<file path="src/rtl/pbmtc_pkg.sv">
// Shared types and constants for the PBM to tile converter.
// Depends on nothing; the files that use it refer to it by scoped names.
package pbmtc_pkg;

   localparam int ADDR_W = 18;

   // Characters that the header parser looks for
   localparam logic [7:0] CH_P       = 8'h50;  // 'P'
   localparam logic [7:0] CH_HASH    = 8'h23;  // '#'
   localparam logic [7:0] CH_ZERO    = 8'h30;  // '0'
   localparam logic [7:0] CH_NINE    = 8'h39;  // '9'
   localparam logic [7:0] CH_NL      = 8'h0a;  // '\n'
   localparam logic [7:0] CH_SPACE   = 8'h20;
   localparam logic [7:0] CH_TAB     = 8'h09;
   localparam logic [7:0] CH_CR      = 8'h0d;
   localparam logic [7:0] BYTE_ONES  = 8'hff;
   localparam logic [3:0] DIGIT_FOUR = 4'd4;
   localparam logic [3:0] DIGIT_ONE  = 4'd1;
   localparam logic [3:0] DIGIT_SIX  = 4'd6;

   // Status codes
   localparam logic [2:0] ST_OK          = 3'd0;
   localparam logic [2:0] ST_BADCHAR     = 3'd1;
   localparam logic [2:0] ST_EARLY_END   = 3'd2;
   localparam logic [2:0] ST_ILLEGAL     = 3'd3;
   localparam logic [2:0] ST_UNSUPPORTED = 3'd4;
   localparam logic [2:0] ST_TRAILING    = 3'd5;
   localparam logic [2:0] ST_TOO_LARGE   = 3'd6;

   typedef struct packed {
      logic              write_valid;
      logic [ADDR_W-1:0] tile_address;
      logic [7:0]        tile_byte;
      logic [2:0]        status;
      logic              finished;
   } rsp_word_type;

   function automatic logic is_ws(input logic [7:0] c);
      return (c == CH_SPACE) || ((c >= CH_TAB) && (c <= CH_CR));
   endfunction

   function automatic logic is_dec(input logic [7:0] c);
      return (c >= CH_ZERO) && (c <= CH_NINE);
   endfunction

endpackage

</file>
<file path="src/rtl/pbmtc_req_if.sv">
// Input channel of the PBM to tile converter: one file byte or end marker.
// Depends on nothing.
interface pbmtc_req_if;
   logic       valid;
   logic       ready;
   logic [7:0] data_byte;
   logic       end_marker;

   modport source (output valid, output data_byte, output end_marker, input ready);
   modport sink   (input valid, input data_byte, input end_marker, output ready);
endinterface

</file>
<file path="src/rtl/pbmtc_rsp_if.sv">
// Result channel of the PBM to tile converter: tile store write or end status.
// Depends on pbmtc_pkg for the address width.
interface pbmtc_rsp_if;
   logic                         valid;
   logic                         ready;
   logic                         write_valid;
   logic [pbmtc_pkg::ADDR_W-1:0] tile_address;
   logic [7:0]                   tile_byte;
   logic [2:0]                   status;
   logic                         finished;

   modport source (output valid, output write_valid, output tile_address,
                   output tile_byte, output status, output finished, input ready);
   modport sink   (input valid, input write_valid, input tile_address,
                   input tile_byte, input status, input finished, output ready);
endinterface

</file>
<file path="src/rtl/pbmtc_out_skid.sv">
// Two-entry output buffer (main register plus skid) for result words.
// Depends on pbmtc_pkg and pbmtc_rsp_if.
module pbmtc_out_skid (
   input  logic                    clock,
   input  logic                    reset,
   input  logic                    in_valid,
   input  pbmtc_pkg::rsp_word_type in_word,
   output logic                    in_ready,
   pbmtc_rsp_if.source             rsp_chan
);

   logic                    out_v_ff,  out_v_in;
   logic                    skid_v_ff, skid_v_in;
   pbmtc_pkg::rsp_word_type out_w_ff,  out_w_in;
   pbmtc_pkg::rsp_word_type skid_w_ff, skid_w_in;
   logic                    pop;

   assign pop      = out_v_ff && rsp_chan.ready;
   assign in_ready = !skid_v_ff;

   always_comb begin
      out_v_in  = out_v_ff;
      skid_v_in = skid_v_ff;
      out_w_in  = out_w_ff;
      skid_w_in = skid_w_ff;
      if (skid_v_ff) begin
         if (pop) begin
            out_w_in  = skid_w_ff;
            skid_v_in = 1'b0;
         end
      end else if (in_valid) begin
         if (!out_v_ff || pop) begin
            out_w_in = in_word;
            out_v_in = 1'b1;
         end else begin
            skid_w_in = in_word;
            skid_v_in = 1'b1;
         end
      end else if (pop) begin
         out_v_in = 1'b0;
      end
   end

   always_ff @(posedge clock) begin
      if (reset) begin
         out_v_ff  <= 1'b0;
         skid_v_ff <= 1'b0;
      end else begin
         out_v_ff  <= out_v_in;
         skid_v_ff <= skid_v_in;
      end
      out_w_ff  <= out_w_in;
      skid_w_ff <= skid_w_in;
   end

   assign rsp_chan.valid        = out_v_ff;
   assign rsp_chan.write_valid  = out_w_ff.write_valid;
   assign rsp_chan.tile_address = out_w_ff.tile_address;
   assign rsp_chan.tile_byte    = out_w_ff.tile_byte;
   assign rsp_chan.status       = out_w_ff.status;
   assign rsp_chan.finished     = out_w_ff.finished;

`ifndef SYNTHESIS
   a_skid_needs_main: assert property (@(posedge clock) disable iff (reset)
      skid_v_ff |-> out_v_ff)
      else $error("skid entry held while main register empty");

   a_skid_drains_first: assert property (@(posedge clock) disable iff (reset)
      skid_v_ff && pop |=> out_v_ff && !skid_v_ff)
      else $error("skid word not moved to main register");
`endif

endmodule

</file>
<file path="src/rtl/pbm_to_tile_converter.sv">
// Top level of the PBM (P4) to 8x8 tile pattern converter.
// Depends on pbmtc_pkg, pbmtc_req_if, pbmtc_rsp_if and pbmtc_out_skid.
//
//   channel   | dir | word contents                                     | notes
//   ----------+-----+---------------------------------------------------+-----------------
//   req_chan  | in  | data_byte, end_marker                             | one file byte
//   rsp_chan  | out | write_valid, tile_address, tile_byte, status,     | zero or one per
//             |     | finished                                          | input word
//
// Each word is parsed in the cycle it is accepted and its result is registered
// in the output buffer; one word per cycle is sustained while rsp_chan does not
// stall. The header parser and raster counters update in a single pass.
// A two-entry output buffer decouples the sides: req_chan.ready drops only
// while both entries are full, i.e. after rsp_chan has stalled for two results.
// Synchronous reset returns the parser to the magic letter and empties the
// buffer; the end marker word does the same for the parser after reporting.
module pbm_to_tile_converter #(
   parameter int MAX_WIDTH  = 4096,
   parameter int MAX_HEIGHT = 4096
) (
   input  logic         clock,
   input  logic         reset,
   pbmtc_req_if.sink    req_chan,
   pbmtc_rsp_if.source  rsp_chan
);

   localparam int ACC_CAP  = ((MAX_WIDTH > MAX_HEIGHT) ? MAX_WIDTH : MAX_HEIGHT) + 1;
   localparam int ACC_W    = $clog2(ACC_CAP + 1);
   localparam int MUL_W    = ACC_W + 4;
   localparam int COLS_MAX = (MAX_WIDTH + 7) / 8;
   localparam int COL_W    = $clog2(COLS_MAX + 1);
   localparam int ROWS_MAX = (MAX_HEIGHT + 7) / 8;
   localparam int ROW_W    = $clog2(ROWS_MAX + 1);
   localparam int AW       = pbmtc_pkg::ADDR_W;

   typedef enum logic [3:0] {
      PH_MAGIC_P,
      PH_MAGIC_DIGIT,
      PH_SEP1_FIRST,
      PH_SEP1_MORE,
      PH_WIDTH,
      PH_SEP2_MORE,
      PH_HEIGHT,
      PH_RASTER,
      PH_DONE
   } phase_type;

   // Parser control
   phase_type  phase_ff, phase_in;
   logic [2:0] err_ff, err_in;
   logic       in_comment_ff, in_comment_in;
   // Header values and raster counters
   logic [ACC_W-1:0] acc_ff, acc_in;
   logic [ACC_W-1:0] width_ff, width_in;
   logic [COL_W-1:0] cols_ff, cols_in;
   logic [ROW_W-1:0] rows_ff, rows_in;
   logic [COL_W-1:0] col_ff, col_in;
   logic [2:0]       rit_ff, rit_in;
   logic [ROW_W-1:0] trow_ff, trow_in;
   logic [AW-1:0]    base_ff, base_in;

   logic                    accept;
   logic                    skid_ready;
   logic                    push;
   pbmtc_pkg::rsp_word_type word;
   logic [7:0]              c;
   logic [3:0]              digit;
   logic [MUL_W-1:0]        acc_next;
   logic [ACC_W-1:0]        acc_sat;
   logic [ACC_W:0]          width_round;
   logic [ACC_W:0]          height_round;

   assign req_chan.ready = skid_ready;
   assign accept         = req_chan.valid && req_chan.ready;
   assign c              = req_chan.data_byte;
   assign digit          = 4'(c - pbmtc_pkg::CH_ZERO);

   // Decimal accumulate: acc*10 + digit, saturating at the cap
   assign acc_next = MUL_W'({acc_ff, 3'b000}) + MUL_W'({acc_ff, 1'b0}) + MUL_W'(digit);
   assign acc_sat  = (acc_next > MUL_W'(ACC_CAP)) ? ACC_W'(ACC_CAP) : acc_next[ACC_W-1:0];

   assign width_round  = {1'b0, width_ff} + (ACC_W+1)'(7);
   assign height_round = {1'b0, acc_ff} + (ACC_W+1)'(7);

   always_comb begin
      phase_in      = phase_ff;
      err_in        = err_ff;
      in_comment_in = in_comment_ff;
      acc_in        = acc_ff;
      width_in      = width_ff;
      cols_in       = cols_ff;
      rows_in       = rows_ff;
      col_in        = col_ff;
      rit_in        = rit_ff;
      trow_in       = trow_ff;
      base_in       = base_ff;
      push          = 1'b0;
      word          = '0;

      if (accept) begin
         if (req_chan.end_marker) begin
            // Report final status, then start over on the next file
            push          = 1'b1;
            word.finished = 1'b1;
            if (err_ff != pbmtc_pkg::ST_OK) begin
               word.status = err_ff;
            end else if (phase_ff != PH_DONE) begin
               word.status = pbmtc_pkg::ST_EARLY_END;
            end else begin
               word.status = pbmtc_pkg::ST_OK;
            end
            phase_in      = PH_MAGIC_P;
            err_in        = pbmtc_pkg::ST_OK;
            in_comment_in = 1'b0;
            acc_in        = '0;
         end else if (err_ff == pbmtc_pkg::ST_OK) begin
            unique case (phase_ff)
               PH_MAGIC_P: begin
                  if (c == pbmtc_pkg::CH_P) begin
                     phase_in = PH_MAGIC_DIGIT;
                  end else begin
                     err_in = pbmtc_pkg::ST_BADCHAR;
                  end
               end
               PH_MAGIC_DIGIT: begin
                  if (!pbmtc_pkg::is_dec(c)) begin
                     err_in = pbmtc_pkg::ST_BADCHAR;
                  end else if (digit == pbmtc_pkg::DIGIT_FOUR) begin
                     phase_in = PH_SEP1_FIRST;
                  end else if (digit >= pbmtc_pkg::DIGIT_ONE &&
                               digit <= pbmtc_pkg::DIGIT_SIX) begin
                     err_in = pbmtc_pkg::ST_UNSUPPORTED;
                  end else begin
                     err_in = pbmtc_pkg::ST_ILLEGAL;
                  end
               end
               PH_SEP1_FIRST: begin
                  if (pbmtc_pkg::is_ws(c)) begin
                     phase_in = PH_SEP1_MORE;
                  end else if (c == pbmtc_pkg::CH_HASH) begin
                     in_comment_in = 1'b1;
                     phase_in      = PH_SEP1_MORE;
                  end else begin
                     err_in = pbmtc_pkg::ST_BADCHAR;
                  end
               end
               PH_SEP1_MORE, PH_SEP2_MORE: begin
                  // Skip blanks and comments until a number starts
                  if (in_comment_ff) begin
                     if (c == pbmtc_pkg::CH_NL) begin
                        in_comment_in = 1'b0;
                     end
                  end else if (pbmtc_pkg::is_ws(c)) begin
                     in_comment_in = 1'b0;
                  end else if (c == pbmtc_pkg::CH_HASH) begin
                     in_comment_in = 1'b1;
                  end else if (pbmtc_pkg::is_dec(c)) begin
                     acc_in   = ACC_W'(digit);
                     phase_in = (phase_ff == PH_SEP1_MORE) ? PH_WIDTH : PH_HEIGHT;
                  end else begin
                     err_in = pbmtc_pkg::ST_BADCHAR;
                  end
               end
               PH_WIDTH: begin
                  if (pbmtc_pkg::is_dec(c)) begin
                     acc_in = acc_sat;
                  end else if (pbmtc_pkg::is_ws(c) || c == pbmtc_pkg::CH_HASH) begin
                     width_in      = acc_ff;
                     acc_in        = '0;
                     in_comment_in = (c == pbmtc_pkg::CH_HASH);
                     phase_in      = PH_SEP2_MORE;
                  end else begin
                     err_in = pbmtc_pkg::ST_BADCHAR;
                  end
               end
               PH_HEIGHT: begin
                  if (pbmtc_pkg::is_dec(c)) begin
                     acc_in = acc_sat;
                  end else if (pbmtc_pkg::is_ws(c)) begin
                     // Header complete: check dimensions, set up raster counters
                     if (width_ff == '0 || acc_ff == '0) begin
                        err_in = pbmtc_pkg::ST_ILLEGAL;
                     end else if (width_ff > ACC_W'(MAX_WIDTH) ||
                                  acc_ff > ACC_W'(MAX_HEIGHT)) begin
                        err_in = pbmtc_pkg::ST_TOO_LARGE;
                     end else begin
                        cols_in  = COL_W'(width_round >> 3);
                        rows_in  = ROW_W'(height_round >> 3);
                        col_in   = '0;
                        rit_in   = '0;
                        trow_in  = '0;
                        base_in  = '0;
                        phase_in = PH_RASTER;
                     end
                  end else begin
                     err_in = pbmtc_pkg::ST_BADCHAR;
                  end
               end
               PH_RASTER: begin
                  push              = 1'b1;
                  word.write_valid  = 1'b1;
                  word.tile_address = base_ff + AW'({col_ff, 3'b000}) + AW'(rit_ff);
                  word.tile_byte    = c ^ pbmtc_pkg::BYTE_ONES;
                  word.status       = pbmtc_pkg::ST_OK;
                  // Advance column, then row in tile, then tile row
                  if (col_ff + COL_W'(1) == cols_ff) begin
                     col_in = '0;
                     rit_in = rit_ff + 3'd1;
                     if (rit_ff == 3'd7) begin
                        trow_in = trow_ff + ROW_W'(1);
                        base_in = base_ff + AW'({cols_ff, 3'b000});
                        if (trow_ff + ROW_W'(1) == rows_ff) begin
                           phase_in = PH_DONE;
                        end
                     end
                  end else begin
                     col_in = col_ff + COL_W'(1);
                  end
               end
               PH_DONE: begin
                  err_in = pbmtc_pkg::ST_TRAILING;
               end
               default: begin
                  err_in = pbmtc_pkg::ST_ILLEGAL;
               end
            endcase
         end
      end
   end

   always_ff @(posedge clock) begin
      if (reset) begin
         phase_ff      <= PH_MAGIC_P;
         err_ff        <= pbmtc_pkg::ST_OK;
         in_comment_ff <= 1'b0;
      end else begin
         phase_ff      <= phase_in;
         err_ff        <= err_in;
         in_comment_ff <= in_comment_in;
      end
      acc_ff   <= acc_in;
      width_ff <= width_in;
      cols_ff  <= cols_in;
      rows_ff  <= rows_in;
      col_ff   <= col_in;
      rit_ff   <= rit_in;
      trow_ff  <= trow_in;
      base_ff  <= base_in;
   end

   pbmtc_out_skid u_out_skid (
      .clock    (clock),
      .reset    (reset),
      .in_valid (push),
      .in_word  (word),
      .in_ready (skid_ready),
      .rsp_chan (rsp_chan)
   );

`ifndef SYNTHESIS
   a_end_restarts: assert property (@(posedge clock) disable iff (reset)
      accept && req_chan.end_marker |=>
         phase_ff == PH_MAGIC_P && err_ff == pbmtc_pkg::ST_OK)
      else $error("end marker did not return parser to start");

   a_error_sticks: assert property (@(posedge clock) disable iff (reset)
      err_ff != pbmtc_pkg::ST_OK && !(accept && req_chan.end_marker) |=>
         err_ff == $past(err_ff))
      else $error("held error changed before end marker");

   a_raster_bounds: assert property (@(posedge clock) disable iff (reset)
      phase_ff == PH_RASTER |-> col_ff < cols_ff && trow_ff < rows_ff)
      else $error("raster counters out of range");

   a_status_on_end_only: assert property (@(posedge clock) disable iff (reset)
      rsp_chan.valid && rsp_chan.status != pbmtc_pkg::ST_OK |->
         rsp_chan.finished && !rsp_chan.write_valid)
      else $error("error status on a tile write");
`endif

endmodule

</file>
<file path="src/flat_wrapper.sv">
// flat-port wrapper written by rule: the top's interface ports become plain ports
module pbm_to_tile_converter_flat 
#(
   parameter int MAX_WIDTH  = 4096,
   parameter int MAX_HEIGHT = 4096
)
  (clock, reset, req_chan_valid, req_chan_data_byte, req_chan_end_marker, req_chan_ready, rsp_chan_valid, rsp_chan_write_valid, rsp_chan_tile_address, rsp_chan_tile_byte, rsp_chan_status, rsp_chan_finished, rsp_chan_ready);
  pbmtc_req_if req_chan_i ();
  pbmtc_rsp_if rsp_chan_i ();
  input  logic clock;
  input  logic reset;
  input wire logic [$bits(req_chan_i.valid)-1:0] req_chan_valid;
  input wire logic [$bits(req_chan_i.data_byte)-1:0] req_chan_data_byte;
  input wire logic [$bits(req_chan_i.end_marker)-1:0] req_chan_end_marker;
  output wire logic [$bits(req_chan_i.ready)-1:0] req_chan_ready;
  output wire logic [$bits(rsp_chan_i.valid)-1:0] rsp_chan_valid;
  output wire logic [$bits(rsp_chan_i.write_valid)-1:0] rsp_chan_write_valid;
  output wire logic [$bits(rsp_chan_i.tile_address)-1:0] rsp_chan_tile_address;
  output wire logic [$bits(rsp_chan_i.tile_byte)-1:0] rsp_chan_tile_byte;
  output wire logic [$bits(rsp_chan_i.status)-1:0] rsp_chan_status;
  output wire logic [$bits(rsp_chan_i.finished)-1:0] rsp_chan_finished;
  input wire logic [$bits(rsp_chan_i.ready)-1:0] rsp_chan_ready;
  assign req_chan_i.valid = req_chan_valid;
  assign req_chan_i.data_byte = req_chan_data_byte;
  assign req_chan_i.end_marker = req_chan_end_marker;
  assign req_chan_ready = req_chan_i.ready;
  assign rsp_chan_valid = rsp_chan_i.valid;
  assign rsp_chan_write_valid = rsp_chan_i.write_valid;
  assign rsp_chan_tile_address = rsp_chan_i.tile_address;
  assign rsp_chan_tile_byte = rsp_chan_i.tile_byte;
  assign rsp_chan_status = rsp_chan_i.status;
  assign rsp_chan_finished = rsp_chan_i.finished;
  assign rsp_chan_i.ready = rsp_chan_ready;
  pbm_to_tile_converter #(.MAX_WIDTH(MAX_WIDTH), .MAX_HEIGHT(MAX_HEIGHT)) u_core (.clock(clock), .reset(reset), .req_chan(req_chan_i), .rsp_chan(rsp_chan_i));
endmodule
</file>
<file path="config.mk">
export PLATFORM = sky130hd
export DESIGN_NAME = pbm_to_tile_converter_flat
export DESIGN_NICKNAME = d
export VERILOG_FILES = /design/src/rtl/pbmtc_pkg.sv /design/src/rtl/pbmtc_req_if.sv /design/src/rtl/pbmtc_rsp_if.sv /design/src/rtl/pbmtc_out_skid.sv /design/src/rtl/pbm_to_tile_converter.sv /design/src/flat_wrapper.sv
export SDC_FILE = /design/constraint.sdc
export NUM_CORES = 1
export LEC_CHECK = 0
export BUFFER_PORTS_ARGS = -buffer_cell sky130_fd_sc_hd__buf_2
export CORE_ASPECT_RATIO = 2
export CORE_MARGIN = 8
export CORE_UTILIZATION = 30
export DETAILED_ROUTE_END_ITERATION = 8
export GPL_ROUTABILITY_DRIVEN = 0
export PLACE_DENSITY = 0.44
export SETUP_SLACK_MARGIN = 0.1
export SYNTH_ARGS = -nofsm -noshare
export SYNTH_HDL_FRONTEND = slang
export SYNTH_SLANG_ARGS = --single-unit
</file>
<file path="constraint.sdc">
create_clock -name clock -period 6.25 [get_ports clock]
set_input_delay 0 -clock clock [delete_from_list [all_inputs] [get_ports clock]]
set_output_delay 0 -clock clock [all_outputs]
set_load 0.05 [all_outputs]
</file>
==> impl_table.tex, run 1 <==
\begin{tabular}{lr}
\hline
Metric & Value \\
\hline
\multicolumn{2}{l}{\textbf{Status}} \\
Run status & finished clean \\
\multicolumn{2}{l}{\textbf{Setup path}} \\
Required arrival time at the worst endpoint & 6.49 ns \\
Critical R2R Launch & u\_core.acc\_ff[0] \\
Register-to-Register Path Depth & 11 \\
Top delay family on crit path & adder cells \\
Type of the setup path with the least slack & register to register \\
Highest fanout seen on the critical path & 7 \\
Nature of the critical path endpoint & register \\
Buffering stage count on the worst path with inverters included & 1 \\
Worst R2R End & u\_core.acc\_ff[7] \\
Series of cell instances along the critical path & fa\_1 -> inv\_1 -> fa\_1 -> nor2b\_1 -> o31a\_1 -> o221ai\_1 -> a211oi\_1 -> mux2i\_1 -> a211oi\_2 -> nand3\_1 -> nor3\_1 \\
Critical Path Start Type & register \\
CP Depth & 11 \\
CP max stage delay & 0.57 ns \\
Arr. time, crit path & 3.80 ns \\
R2r setup slk & 2.69 ns \\
Destination of the critical timing path & u\_core.acc\_ff[7] \\
Most Frequent Cell on Critical Path & fa\_1 \\
Slowest-stage cell, CP & fa\_1 \\
CP startpoint & u\_core.acc\_ff[0] \\
\multicolumn{2}{l}{\textbf{Floorplanning}} \\
Initial standard-cell utilization of the core & 0.3025 \\
Core Area & 0.03063 sq mm \\
Total die area & 0.03710 sq mm \\
Site row count & 91 \\
Die X & 140.3 um \\
Vertical extent of the die & 264.5 um \\
Top-Level Pins & 46 \\
\multicolumn{2}{l}{\textbf{STA}} \\
Maximum frequency from static timing analysis & 281.3 MHz \\
Final setup violating endpoints & 0 \\
Unrepaired setup endpoints after global routing & no \\
Post-route worst setup slack & 2.695 ns \\
Transition time of the tightest slew-check pin & 1.099 ns \\
Slew headroom & 0.2659 \\
Final clock skew & 0.01225 ns \\
Final-report hold violation count & 0 \\
Clock period minus worst slack & 3.555 ns \\
Period utilisation layout & 0.5688 \\
Aggregate negative setup slack & 0 ns \\
Final count of pins violating max slew & 0 \\
\multicolumn{2}{l}{\textbf{Hold path}} \\
HP Class & input pin to register \\
Cells on Worst Hold Path & 2 \\
\multicolumn{2}{l}{\textbf{Clocking}} \\
Clock tree from TritonCTS & done \\
CTS Sinks & 156 \\
Clock latency on the worst-skew pair & 0.43 ns \\
Clock buffer count from CTS & 17 \\
Post-CTS setup-driven buffer insertion count & 0 \\
Clock-pin slew reported for the worst setup and hold paths after clock tree synthesis & 0.07 ns \\
Post-CTS Resized & 0 \\
Buffers from clock root to sink, at most & 2 \\
Clk root buf & clkbuf\_16 \\
Post-cts hold buffer count & 7 \\
Deepest level of the CTS H-tree & 4 \\
\multicolumn{2}{l}{\textbf{Pwr}} \\
Worst supply voltage drop on vdd & 0.1636 mV \\
Clock power share & 0.444 \\
Internal portion of total power & 1.794 mW \\
Leakage & 4.065 nW \\
Combinational group share of total power & 0.069 \\
Total Power Consumption & 2.371 mW \\
Areal power density over the cells & 223.4 mW/mm\^{}2 \\
Switching power & 0.5772 mW \\
Relative contribution of sequential cells to total power & 0.488 \\
Switching power as a share of total power & 0.2434 \\
\multicolumn{2}{l}{\textbf{Detailed routing}} \\
Detailed Route Iter0 Violations & 395 \\
WL per Instance & 17.68 um \\
Antenna viol nets, final & 0 \\
DRC Markers & 0 \\
Via-per-instance ratio & 5.125 \\
Length of the first detailed-routing pass in iterations & 5 \\
Vias after detailed routing & 6632 \\
Wirelength, routed & 22.88 mm \\
\multicolumn{2}{l}{\textbf{Layout}} \\
Inserted Diodes & 0 \\
Filler Cell Count & 3050 \\
Non-Filler Instances & 1294 \\
Share of final-layout standard cells stronger than drive strength 1 & 0.1356 \\
Signed area change from the synthesized netlist to the final layout & 14.57\% \\
Post-layout nets & 975 \\
\multicolumn{2}{l}{\textbf{Logic synthesis}} \\
Count of warnings emitted by yosys & 0 \\
Gate Count Post-Synth & 856 \\
Predominant post-synthesis flop cell & edfxtp\_1 \\
Adder and majority gate portion of the synthesized area & 0.07590 \\
Simple-gate portion of the synthesized area & 0.1779 \\
Fraction of the mapped netlist area in compound gates & 0.1476 \\
Number of enable flip-flop cells after synthesis & 146 \\
Dominant combinational cell family by area after synthesis & simple AND/OR/NAND/NOR gates \\
Portion of netlist area occupied by mux cells & 0.005673 \\
Synth unique cells & 84 \\
Cell area after synthesis & 0.009264 sq mm \\
Synthesized area divided by synthesized cell count & 10.82 sq um \\
Sequential fraction of the synthesis area & 0.4949 \\
Xor and xnor area share after synthesis & 0.07415 \\
Total of flip-flops plus latches after synthesis & 156 \\
Mapped Nets & 922 \\
Asr flop ratio synth & 0 \\
\multicolumn{2}{l}{\textbf{GRT}} \\
Total Routing Usage GR & 0.1254 \\
Global-route congestion overflow total & 0 \\
Wire length of the first global-routing pass & 36.83 mm \\
Pin count of the biggest net entering global routing & 35 \\
Initial antenna violation count & 0 \\
Number of global-route vias before repair & 6775 \\
\multicolumn{2}{l}{\textbf{Placed design}} \\
Input/output buffers & 45 \\
Post-detailed-placement half-perimeter wirelength & 16.62 mm \\
Post-placement setup slack & 2.719 ns \\
Total placed cells including tap cells & 1255 \\
\multicolumn{2}{l}{\textbf{Run}} \\
Reported max-cap violation count & 0 \\
\hline
\end{tabular}
-- layout make-up --
type,instances,area [sq um],area share
Timing Repair Buffer,61,362.8,0.03419
Tap cell,372,465.4,0.04385
Clock inverter,15,163.9,0.01544
Clock buffer,17,425.4,0.04008
Multi-Input combinational cell,644,4503,0.4243
Inverter,29,108.9,0.01026
Sequential cell,156,4584,0.4319
-- cells in the final DEF (no fill, tap or decap), types with 28 or more instances in the layout --
cell / count
edfxtp_1: 146
nor2_1: 87
nand2_1: 55
ha_1: 49
a21oi_1: 46
buf_2: 45
xnor2_1: 42
o21ai_0: 41
a21o_1: 34
inv_1: 28
nor3_1: 28
-- state kept, by name, summed over array words and instances, names as in the netlist, 3 cells and up --
signal / flops
u_core.u_out_skid.skid_w_ff: 31
u_core.u_out_skid.rsp_chan.tile_address: 18
u_core.base_ff: 15
u_core.acc_ff: 13
u_core.width_ff: 13
u_core.col_ff: 10
u_core.cols_ff: 10
u_core.rows_ff: 10
u_core.trow_ff: 10
u_core.u_out_skid.rsp_chan.tile_byte: 8
u_core.phase_ff: 4
u_core.err_ff: 3
u_core.rit_ff: 3
u_core.u_out_skid.rsp_chan.status: 3
-- cells in the mapped netlist (all sizes together) (4+ instances only) --
master	instances	area share
a211oi	11	0.0095
a21o	34	0.028
a21oi	47	0.025
a31o	4	0.0038
a31oi	10	0.0074
and2	17	0.012
and3	14	0.0095
buf	6	0.0036
clkbuf	21	0.0085
dfxtp	10	0.022
edfxtp	146	0.47
fa	4	0.0086
ha	49	0.066
inv	28	0.011
nand2	55	0.022
nand2b	11	0.0074
nand3	20	0.013
nand4	13	0.010
nor2	87	0.035
nor2b	22	0.015
nor3	33	0.019
nor3b	4	0.0032
nor4	6	0.0041
nor4b	6	0.0080
o211ai	4	0.0032
o21a	5	0.0041
o21ai	42	0.023
o21bai	6	0.0049
or2	10	0.0068
or3	8	0.0059
xnor2	42	0.040
xor2	26	0.025
-- worst register-to-register path: cells and delay by family (launching register included) --
kind / cells / cell delay [ns]
adder cells (fa/ha/maj): 2 / 1.03
AO/OA/AOI/OAI: 4 / 0.94
multiplexers: 1 / 0.13
buffers and inverters: 1 / 0.07
AND/OR/NAND/NOR: 3 / 0.74
flip-flops: 1 / 0.47
-- through the flow --
| step | utilization | hold WS [ns] | area (sq um) |
|---|---|---|---|
| final | 0.3465 | 0.03759 | 10610 |
| after CTS | 0.3465 | 0.01959 | 10610 |
| after global routing | 0.3465 | 0.03883 | 10610 |
| after detailed placement | 0.3250 | 0.3483 | 9955 |
| after global placement | 0.3250 | 0.3488 | 9955 |
| after floorplan | - | 0.1935 | 9264 |
-- power by group through the flow --
stage	logic (mW)	clock network (mW)	registers (mW)
final	0.162	1.05	1.16
after global routing	0.180	1.11	1.16
after CTS	0.163	1.08	1.16
after detailed placement	0.159	0	1.18
after global placement	0.160	0	1.18
after floorplan	0.0996	0	1.19
-- worst min-delay path by stage --
stage	start	endpoint	slack, ns
after global placement	reset	u_core.err_ff[1]	0.35
after CTS	req_chan_data_byte[1]	u_core.acc_ff[1]	0.02
after floorplan	req_chan_data_byte[3]	u_core.acc_ff[3]	0.19
after global routing	req_chan_data_byte[1]	u_core.acc_ff[1]	0.04
final	req_chan_data_byte[3]	u_core.u_out_skid.skid_w_ff[7]	0.04
after detailed placement	reset	u_core.err_ff[1]	0.35
-- cell families (layout without fill, tap and decap cells) --
kind of cell,Yosys count,count (layout)
compound gates,200,200
xor+xnor,72,72
fa+ha+maj,54,54
buf+inv,56,122
flops,156,156
mux,5,5
simple gates,313,313
-- layer usage --
layer	GRT usage	routed length, um	vias to the layer above
met4	0.04368	420	0
li1	-	-	3288
met3	0.02342	552	27
met5	0	0	-
met1	0.1499	10250	3233
met2	0.2197	11650	84
(Power assumes the default switching activity.)
==> run 2, diff against run 1 <==
- clock period: 6.25 -> 3.45 ns (I/O delays scaled with it)
==> run 2 against run 1 <==
Register-to-register slack lost 2.5 ns. Sequential power increased by 80%. Non-clock buffer count rose by 25. Sequential cell count is the same. Largest cell class unchanged. Largest power group unchanged.
==> impl_table.tex, run 2 (synthesis gave the netlist of run 1 again) <==
\begin{tabular}{lr}
\hline
Metric & Value \\
\hline
\multicolumn{2}{l}{\textbf{GRT}} \\
Wire length of the first global-routing pass & 36.89 mm (was 36.83 mm) \\
Total Routing Usage GR & 0.1257 (was 0.1254) \\
Global-route congestion overflow total & 0 (unchanged) \\
Pin count of the biggest net entering global routing & 35 (unchanged) \\
Number of global-route vias before repair & 6785 (was 6775) \\
Initial antenna violation count & 0 (unchanged) \\
\multicolumn{2}{l}{\textbf{STA}} \\
Transition time of the tightest slew-check pin & 0.5891 ns (was 1.099 ns) \\
Maximum frequency from static timing analysis & 305.6 MHz (was 281.3 MHz) \\
Aggregate negative setup slack & 0 ns (unchanged) \\
Period utilisation layout & 0.9484 (was 0.5688) \\
Final clock skew & 0.01069 ns (was 0.01225 ns) \\
Final count of pins violating max slew & 0 (unchanged) \\
Post-route worst setup slack & 0.1781 ns (was 2.695 ns) \\
Slew headroom & 0.6073 (was 0.2659) \\
Clock period minus worst slack & 3.272 ns (was 3.555 ns) \\
Unrepaired setup endpoints after global routing & yes (was no) \\
Final setup violating endpoints & 0 (unchanged) \\
Final-report hold violation count & 0 (unchanged) \\
\multicolumn{2}{l}{\textbf{Placed design}} \\
Post-placement setup slack & -0.01759 ns (was 2.719 ns) \\
Input/output buffers & 45 (unchanged) \\
Post-detailed-placement half-perimeter wirelength & 16.95 mm (was 16.62 mm) \\
\multicolumn{2}{l}{\textbf{Layout}} \\
Largest register by flop count & u\_core.u\_out\_skid.skid\_w\_ff (unchanged) \\
Inserted Diodes & 0 (unchanged) \\
Share of final-layout standard cells stronger than drive strength 1 & 0.1670 (was 0.1356) \\
Flip-flop count of the largest register after layout & 31 (unchanged) \\
Signed area change from the synthesized netlist to the final layout & 16.73\% (was 14.57\%) \\
Multi-input combinational cell area & 0.004571 sq mm (was 0.004503 sq mm) \\
Most common cell after layout, fill and taps aside & edfxtp\_1 (unchanged) \\
Leading cell types in the layout, fill and taps excluded & 146 x edfxtp\_1, 86 x nor2\_1, 54 x nand2\_1 (was 146 x edfxtp\_1, 87 x nor2\_1, 55 x nand2\_1) \\
Seq. cell area & 0.004584 sq mm (unchanged) \\
Filler Cell Count & 3035 (was 3050) \\
Post-layout nets & 1000 (was 975) \\
\multicolumn{2}{l}{\textbf{Detailed routing}} \\
Antenna viol nets, final & 0 (unchanged) \\
Length of the first detailed-routing pass in iterations & 5 (unchanged) \\
DRC Markers & 0 (unchanged) \\
Detailed Route Iter0 Violations & 335 (was 395) \\
Vias after detailed routing & 6690 (was 6632) \\
WL per Instance & 17.26 um (was 17.68 um) \\
Wirelength, routed & 22.75 mm (was 22.88 mm) \\
Via-per-instance ratio & 5.076 (was 5.125) \\
\multicolumn{2}{l}{\textbf{Clocking}} \\
CTS Sinks & 156 (unchanged) \\
Clock buffer count from CTS & 17 (unchanged) \\
Clock latency on the worst-skew pair & 0.43 ns (about the same) \\
Buffers from clock root to sink, at most & 2 (unchanged) \\
Clk root buf & clkbuf\_16 (unchanged) \\
Clock-pin slew reported for the worst setup and hold paths after clock tree synthesis & 0.06 ns (was 0.07 ns) \\
Deepest level of the CTS H-tree & 4 (unchanged) \\
Clock tree from TritonCTS & done (unchanged) \\
\multicolumn{2}{l}{\textbf{Setup path}} \\
Required arrival time at the worst endpoint & 3.63 ns (was 6.49 ns) \\
Nature of the critical path endpoint & register (unchanged) \\
Highest fanout seen on the critical path & 5 (was 7) \\
Critical Path Start Type & register (unchanged) \\
Type of the setup path with the least slack & register to register (unchanged) \\
Arr. time, crit path & 3.45 ns (was 3.80 ns) \\
\multicolumn{2}{l}{\textbf{Floorplanning}} \\
Top-Level Pins & 46 (unchanged) \\
Initial standard-cell utilization of the core & 0.3025 (unchanged) \\
Die X & 140.3 um (unchanged) \\
Site row count & 91 (unchanged) \\
Core Area & 0.03063 sq mm (unchanged) \\
Vertical extent of the die & 264.5 um (unchanged) \\
Total die area & 0.03710 sq mm (unchanged) \\
\multicolumn{2}{l}{\textbf{Status}} \\
Run status & finished clean (unchanged) \\
\multicolumn{2}{l}{\textbf{Run}} \\
Reported max-cap violation count & 0 (unchanged) \\
\multicolumn{2}{l}{\textbf{Pwr}} \\
Worst supply voltage drop on vdd & 0.3314 mV (was 0.1636 mV) \\
Areal power density over the cells & 384.7 mW/mm\^{}2 (was 223.4 mW/mm\^{}2) \\
Leakage & 4.180 nW (was 4.065 nW) \\
\multicolumn{2}{l}{\textbf{Hold path}} \\
HP Class & input pin to register (unchanged) \\
\hline
\end{tabular}
==> run 2: final timing paths <==
path	startpoint	end	slack [ns]	depth (start not counted)
hold / removal	req_chan_data_byte[3]	u_core.u_out_skid.skid_w_ff[7]	0.07	3
setup / recovery	u_core.acc_ff[0]	u_core.acc_ff[1]	0.18	11
setup reg to reg	u_core.acc_ff[0]	u_core.acc_ff[1]	0.18	11
hold reg to reg	u_core.err_ff[0]	u_core.err_ff[0]	0.51	2
==> run 2: critical path, cell delays in order, from the launching register on <==
cell and delay [ns]:
edfxtp_1 0.42, fa_1 0.58, inv_1 0.06, fa_2 0.36, nor2b_2 0.14, o31a_1 0.25
o221ai_4 0.15, a211oi_2 0.29, mux2i_2 0.29, a211oi_4 0.07, and2_4 0.20, a32o_1 0.21
==> run 2: final cells by class <==
class / count / share of cell area
sequential: 156 / 0.4239
multi-input combinational: 644 / 0.4227
timing repair buffer: 86 / 0.05091
tap: 372 / 0.04304
clock buffer: 19 / 0.04003
inverter: 29 / 0.01007
clock inverter: 12 / 0.009372
==> run 2: power by group <==
part	total [mW]	internal (mW)	switching (mW)
Combinational	0.332	0.121	0.210
Clock	1.74	0.980	0.761
Sequential	2.09	2.07	0.0149
==> run 2: per-stage QoR <==
step / power [mW] / hold slack, ns / std cells / utilization / cell area [sq um]
4_1_cts: 4.205 / 0.06527 / 1314 / 0.3503 / 10730
6_report: 4.160 / 0.07361 / 1318 / 0.3531 / 10810
3_3_place_gp: 2.438 / 0.3550 / 1276 / 0.3301 / 10110
5_1_grt: 4.303 / 0.08617 / 1318 / 0.3531 / 10810
2_1_floorplan: 2.341 / 0.1935 / 856 / - / 9279
3_5_place_dp: 2.437 / 0.3652 / 1276 / 0.3301 / 10110
==> run 2: per-layer routing <==
| layer | global-route usage | part of all wire | vias to the layer above |
|---|---|---|---|
| met5 | 0 | 0 | - |
| met4 | 0.03601 | 0.014 | 0 |
| met3 | 0.02955 | 0.031 | 20 |
| met2 | 0.2206 | 0.51 | 103 |
| met1 | 0.1492 | 0.45 | 3228 |
| li1 | - | - | 3339 |
==> run 2: timing repair <==
action / 4_1_cts / 5_1_grt
setup endpoints to repair: 12 / 12
hold buffers: 7 / 0
buffers inserted: 0 / 4
cloned: 0 / 0
resized for setup: 3 / 14
hold endpoints to repair: 14 / 0
pin swaps: 0 / 11
==> run 3, diff against run 2 <==
- CORE_ASPECT_RATIO: 2 -> unset
==> run 3 against run 2 <==
Die area is 0.92% lower. Register-to-register slack improved by 0.02 ns. Critical endpoint is now u_core.acc_ff[2]. Critical path depth unchanged. Core utilization rose by 0.40 points. Count of clock-buffer cells in the layout shrank 2.
==> impl_table.tex, run 3 (synthesis gave the netlist of run 1 again) <==
\begin{tabular}{lr}
\hline
Metric & Value \\
\hline
\multicolumn{2}{l}{\textbf{Layout}} \\
Filler Cell Count & 3055 (was 3035) \\
Non-Filler Instances & 1343 (was 1318) \\
Inserted Diodes & 0 (unchanged) \\
Largest register by flop count & u\_core.u\_out\_skid.skid\_w\_ff (unchanged) \\
Multi-input combinational cell area & 0.004581 sq mm (was 0.004571 sq mm) \\
Leading cell types in the layout, fill and taps excluded & 146 x edfxtp\_1, 86 x nor2\_1, 55 x nand2\_1 (was 146 x edfxtp\_1, 86 x nor2\_1, 54 x nand2\_1) \\
Flip-flop count of the largest register after layout & 31 (unchanged) \\
Most common cell after layout, fill and taps aside & edfxtp\_1 (unchanged) \\
Seq. cell area & 0.004584 sq mm (unchanged) \\
Signed area change from the synthesized netlist to the final layout & 17.58\% (was 16.73\%) \\
Share of final-layout standard cells stronger than drive strength 1 & 0.1690 (was 0.1670) \\
Post-layout nets & 1000 (unchanged) \\
\multicolumn{2}{l}{\textbf{Setup path}} \\
Slowest-stage cell, CP & fa\_1 (unchanged) \\
Buffering stage count on the worst path with inverters included & 1 (unchanged) \\
Critical R2R Launch & u\_core.acc\_ff[2] (was u\_core.acc\_ff[0]) \\
Register-to-Register Path Depth & 11 (unchanged) \\
CP startpoint & u\_core.acc\_ff[2] (was u\_core.acc\_ff[0]) \\
CP max stage delay & 0.59 ns (was 0.58 ns) \\
Required arrival time at the worst endpoint & 3.64 ns (was 3.63 ns) \\
CP Depth & 11 (unchanged) \\
Top delay family on crit path & compound AO/OA/AOI/OAI gates (unchanged) \\
Nature of the critical path endpoint & register (unchanged) \\
Type of the setup path with the least slack & register to register (unchanged) \\
Worst R2R End & u\_core.acc\_ff[2] (was u\_core.acc\_ff[1]) \\
Critical Path Start Type & register (unchanged) \\
Highest fanout seen on the critical path & 5 (unchanged) \\
R2r setup slk & 0.20 ns (was 0.18 ns) \\
Arr. time, crit path & 3.44 ns (was 3.45 ns) \\
Destination of the critical timing path & u\_core.acc\_ff[2] (was u\_core.acc\_ff[1]) \\
Series of cell instances along the critical path & fa\_1 -> inv\_1 -> fa\_2 -> nor2b\_2 -> o31a\_1 -> o221ai\_4 -> a211oi\_2 -> mux2i\_2 -> a211oi\_4 -> and2\_4 -> a32o\_1 (unchanged) \\
\multicolumn{2}{l}{\textbf{Pwr}} \\
Leakage & 4.208 nW (was 4.180 nW) \\
Areal power density over the cells & 392.8 mW/mm\^{}2 (was 384.7 mW/mm\^{}2) \\
Worst supply voltage drop on vdd & 0.3255 mV (was 0.3314 mV) \\
\multicolumn{2}{l}{\textbf{Clocking}} \\
Deepest level of the CTS H-tree & 4 (unchanged) \\
Clk root buf & clkbuf\_16 (unchanged) \\
Buffers from clock root to sink, at most & 2 (unchanged) \\
Clock latency on the worst-skew pair & 0.44 ns (was 0.43 ns) \\
CTS Sinks & 156 (unchanged) \\
Clock-pin slew reported for the worst setup and hold paths after clock tree synthesis & 0.07 ns (was 0.06 ns) \\
Clock buffer count from CTS & 17 (unchanged) \\
Clock tree from TritonCTS & done (unchanged) \\
\multicolumn{2}{l}{\textbf{STA}} \\
Slew headroom & 0.2848 (was 0.6073) \\
Final setup violating endpoints & 0 (unchanged) \\
Period utilisation layout & 0.9433 (was 0.9484) \\
Clock period minus worst slack & 3.254 ns (was 3.272 ns) \\
Final-report hold violation count & 0 (unchanged) \\
Final count of pins violating max slew & 0 (unchanged) \\
Transition time of the tightest slew-check pin & 1.070 ns (was 0.5891 ns) \\
Final clock skew & 0.01499 ns (was 0.01069 ns) \\
Post-route worst setup slack & 0.1957 ns (was 0.1781 ns) \\
Maximum frequency from static timing analysis & 307.3 MHz (was 305.6 MHz) \\
Unrepaired setup endpoints after global routing & yes (unchanged) \\
\multicolumn{2}{l}{\textbf{Floorplanning}} \\
Vertical extent of the die & 191.7 um (was 264.5 um) \\
Site row count & 64 (was 91) \\
Total die area & 0.03676 sq mm (was 0.03710 sq mm) \\
Core Area & 0.03051 sq mm (was 0.03063 sq mm) \\
Die X & 191.7 um (was 140.3 um) \\
Initial standard-cell utilization of the core & 0.3036 (was 0.3025) \\
Top-Level Pins & 46 (unchanged) \\
\multicolumn{2}{l}{\textbf{Detailed routing}} \\
Length of the first detailed-routing pass in iterations & 5 (unchanged) \\
Vias after detailed routing & 6682 (was 6690) \\
WL per Instance & 16.30 um (was 17.26 um) \\
DRC Markers & 0 (unchanged) \\
Wirelength, routed & 21.89 mm (was 22.75 mm) \\
Antenna viol nets, final & 0 (unchanged) \\
Via-per-instance ratio & 4.975 (was 5.076) \\
Top layer in use & met4 (unchanged) \\
Detail Route met3 WL & 534 um (was 713 um) \\
DRT met1 WL & 10.70 mm (was 10.15 mm) \\
Met2 Wirelength & 10.44 mm (was 11.57 mm) \\
Detailed Route Iter0 Violations & 388 (was 335) \\
\multicolumn{2}{l}{\textbf{GRT}} \\
Wire length of the first global-routing pass & 35.98 mm (was 36.89 mm) \\
Initial antenna violation count & 0 (unchanged) \\
Pin count of the biggest net entering global routing & 35 (unchanged) \\
Total Routing Usage GR & 0.1223 (was 0.1257) \\
Global-route congestion overflow total & 0 (unchanged) \\
Number of global-route vias before repair & 6752 (was 6785) \\
\multicolumn{2}{l}{\textbf{Run}} \\
Reported max-cap violation count & 0 (unchanged) \\
\multicolumn{2}{l}{\textbf{Placed design}} \\
Post-placement setup slack & -0.03368 ns (was -0.01759 ns) \\
Post-detailed-placement half-perimeter wirelength & 15.91 mm (was 16.95 mm) \\
Total placed cells including tap cells & 1300 (was 1276) \\
Input/output buffers & 45 (unchanged) \\
\multicolumn{2}{l}{\textbf{Hold path}} \\
HP Class & input pin to register (unchanged) \\
Cells on Worst Hold Path & 2 (was 3) \\
\multicolumn{2}{l}{\textbf{Status}} \\
Run status & finished clean (unchanged) \\
\hline
\end{tabular}
-- run 3: changes by cell type in the layout (fill, tap and decap cells not counted), sizes merged --
| cell | previous run | this run |
|---|---|---|
| inv | 28 | 39 |
| clkinv | 8 | 4 |
| clkinvlp | 4 | 1 |
| clkbuf | 19 | 17 |
| buf | 79 | 78 |
| bufinv | 1 | 0 |
| dlygate4sd3 | 7 | 8 |
-- run 3: metal layers --
layer,global-route usage,vias to the layer above
met3,0.01997,11
met4,0.03700,0
li1,-,3355
met2,0.1999,80
met5,0,-
met1,0.1638,3236
-- run 3: worst min path at each step --
stage | startpoint | end
3_3_place_gp | reset | u_core.err_ff[1]
2_1_floorplan | req_chan_data_byte[3] | u_core.acc_ff[3]
5_1_grt | req_chan_data_byte[1] | u_core.acc_ff[1]
4_1_cts | req_chan_data_byte[1] | u_core.u_out_skid.skid_w_ff[5]
3_5_place_dp | reset | u_core.err_ff[1]
6_report | req_chan_data_byte[1] | u_core.u_out_skid.skid_w_ff[5]
-- run 3: report_power, final --
group	total [mW]	switching [mW]	internal [mW]
registers	2.08	0.0131	2.07
clock network	1.87	0.901	0.964
logic	0.331	0.210	0.120
total	4.28	1.12	3.15
-- run 3: layout make-up --
cell class | count | share of cell area
tap | 396 | 0.04549
clock buffer | 17 | 0.03905
multi-input combinational | 644 | 0.4205
timing repair buffer | 86 | 0.05077
sequential | 156 | 0.4209
clock inverter | 15 | 0.01332
inverter | 29 | 0.009993
-- run 3: timing repair --
action,CTS,global route
hold buffers,8,0
setup endpoints to repair,12,13
buffers inserted,0,3
pin swaps,0,16
endpoints found under the hold margin,16,0
resized for setup,4,12
-- run 3: through the flow --
stage	setup TNS [ns]	hold WS, ns	power, mW	cell area [sq um]	util
after detailed placement	-0.05817	0.3533	2.431	10140	0.3324
final	0	0.06201	4.279	10890	0.3570
after CTS	0	0.03873	4.325	10810	0.3543
after global routing	0	0.07082	4.439	10890	0.3570
after global placement	0	0.3476	2.433	10140	0.3324
after floorplan	0	0.1935	2.341	9279	-
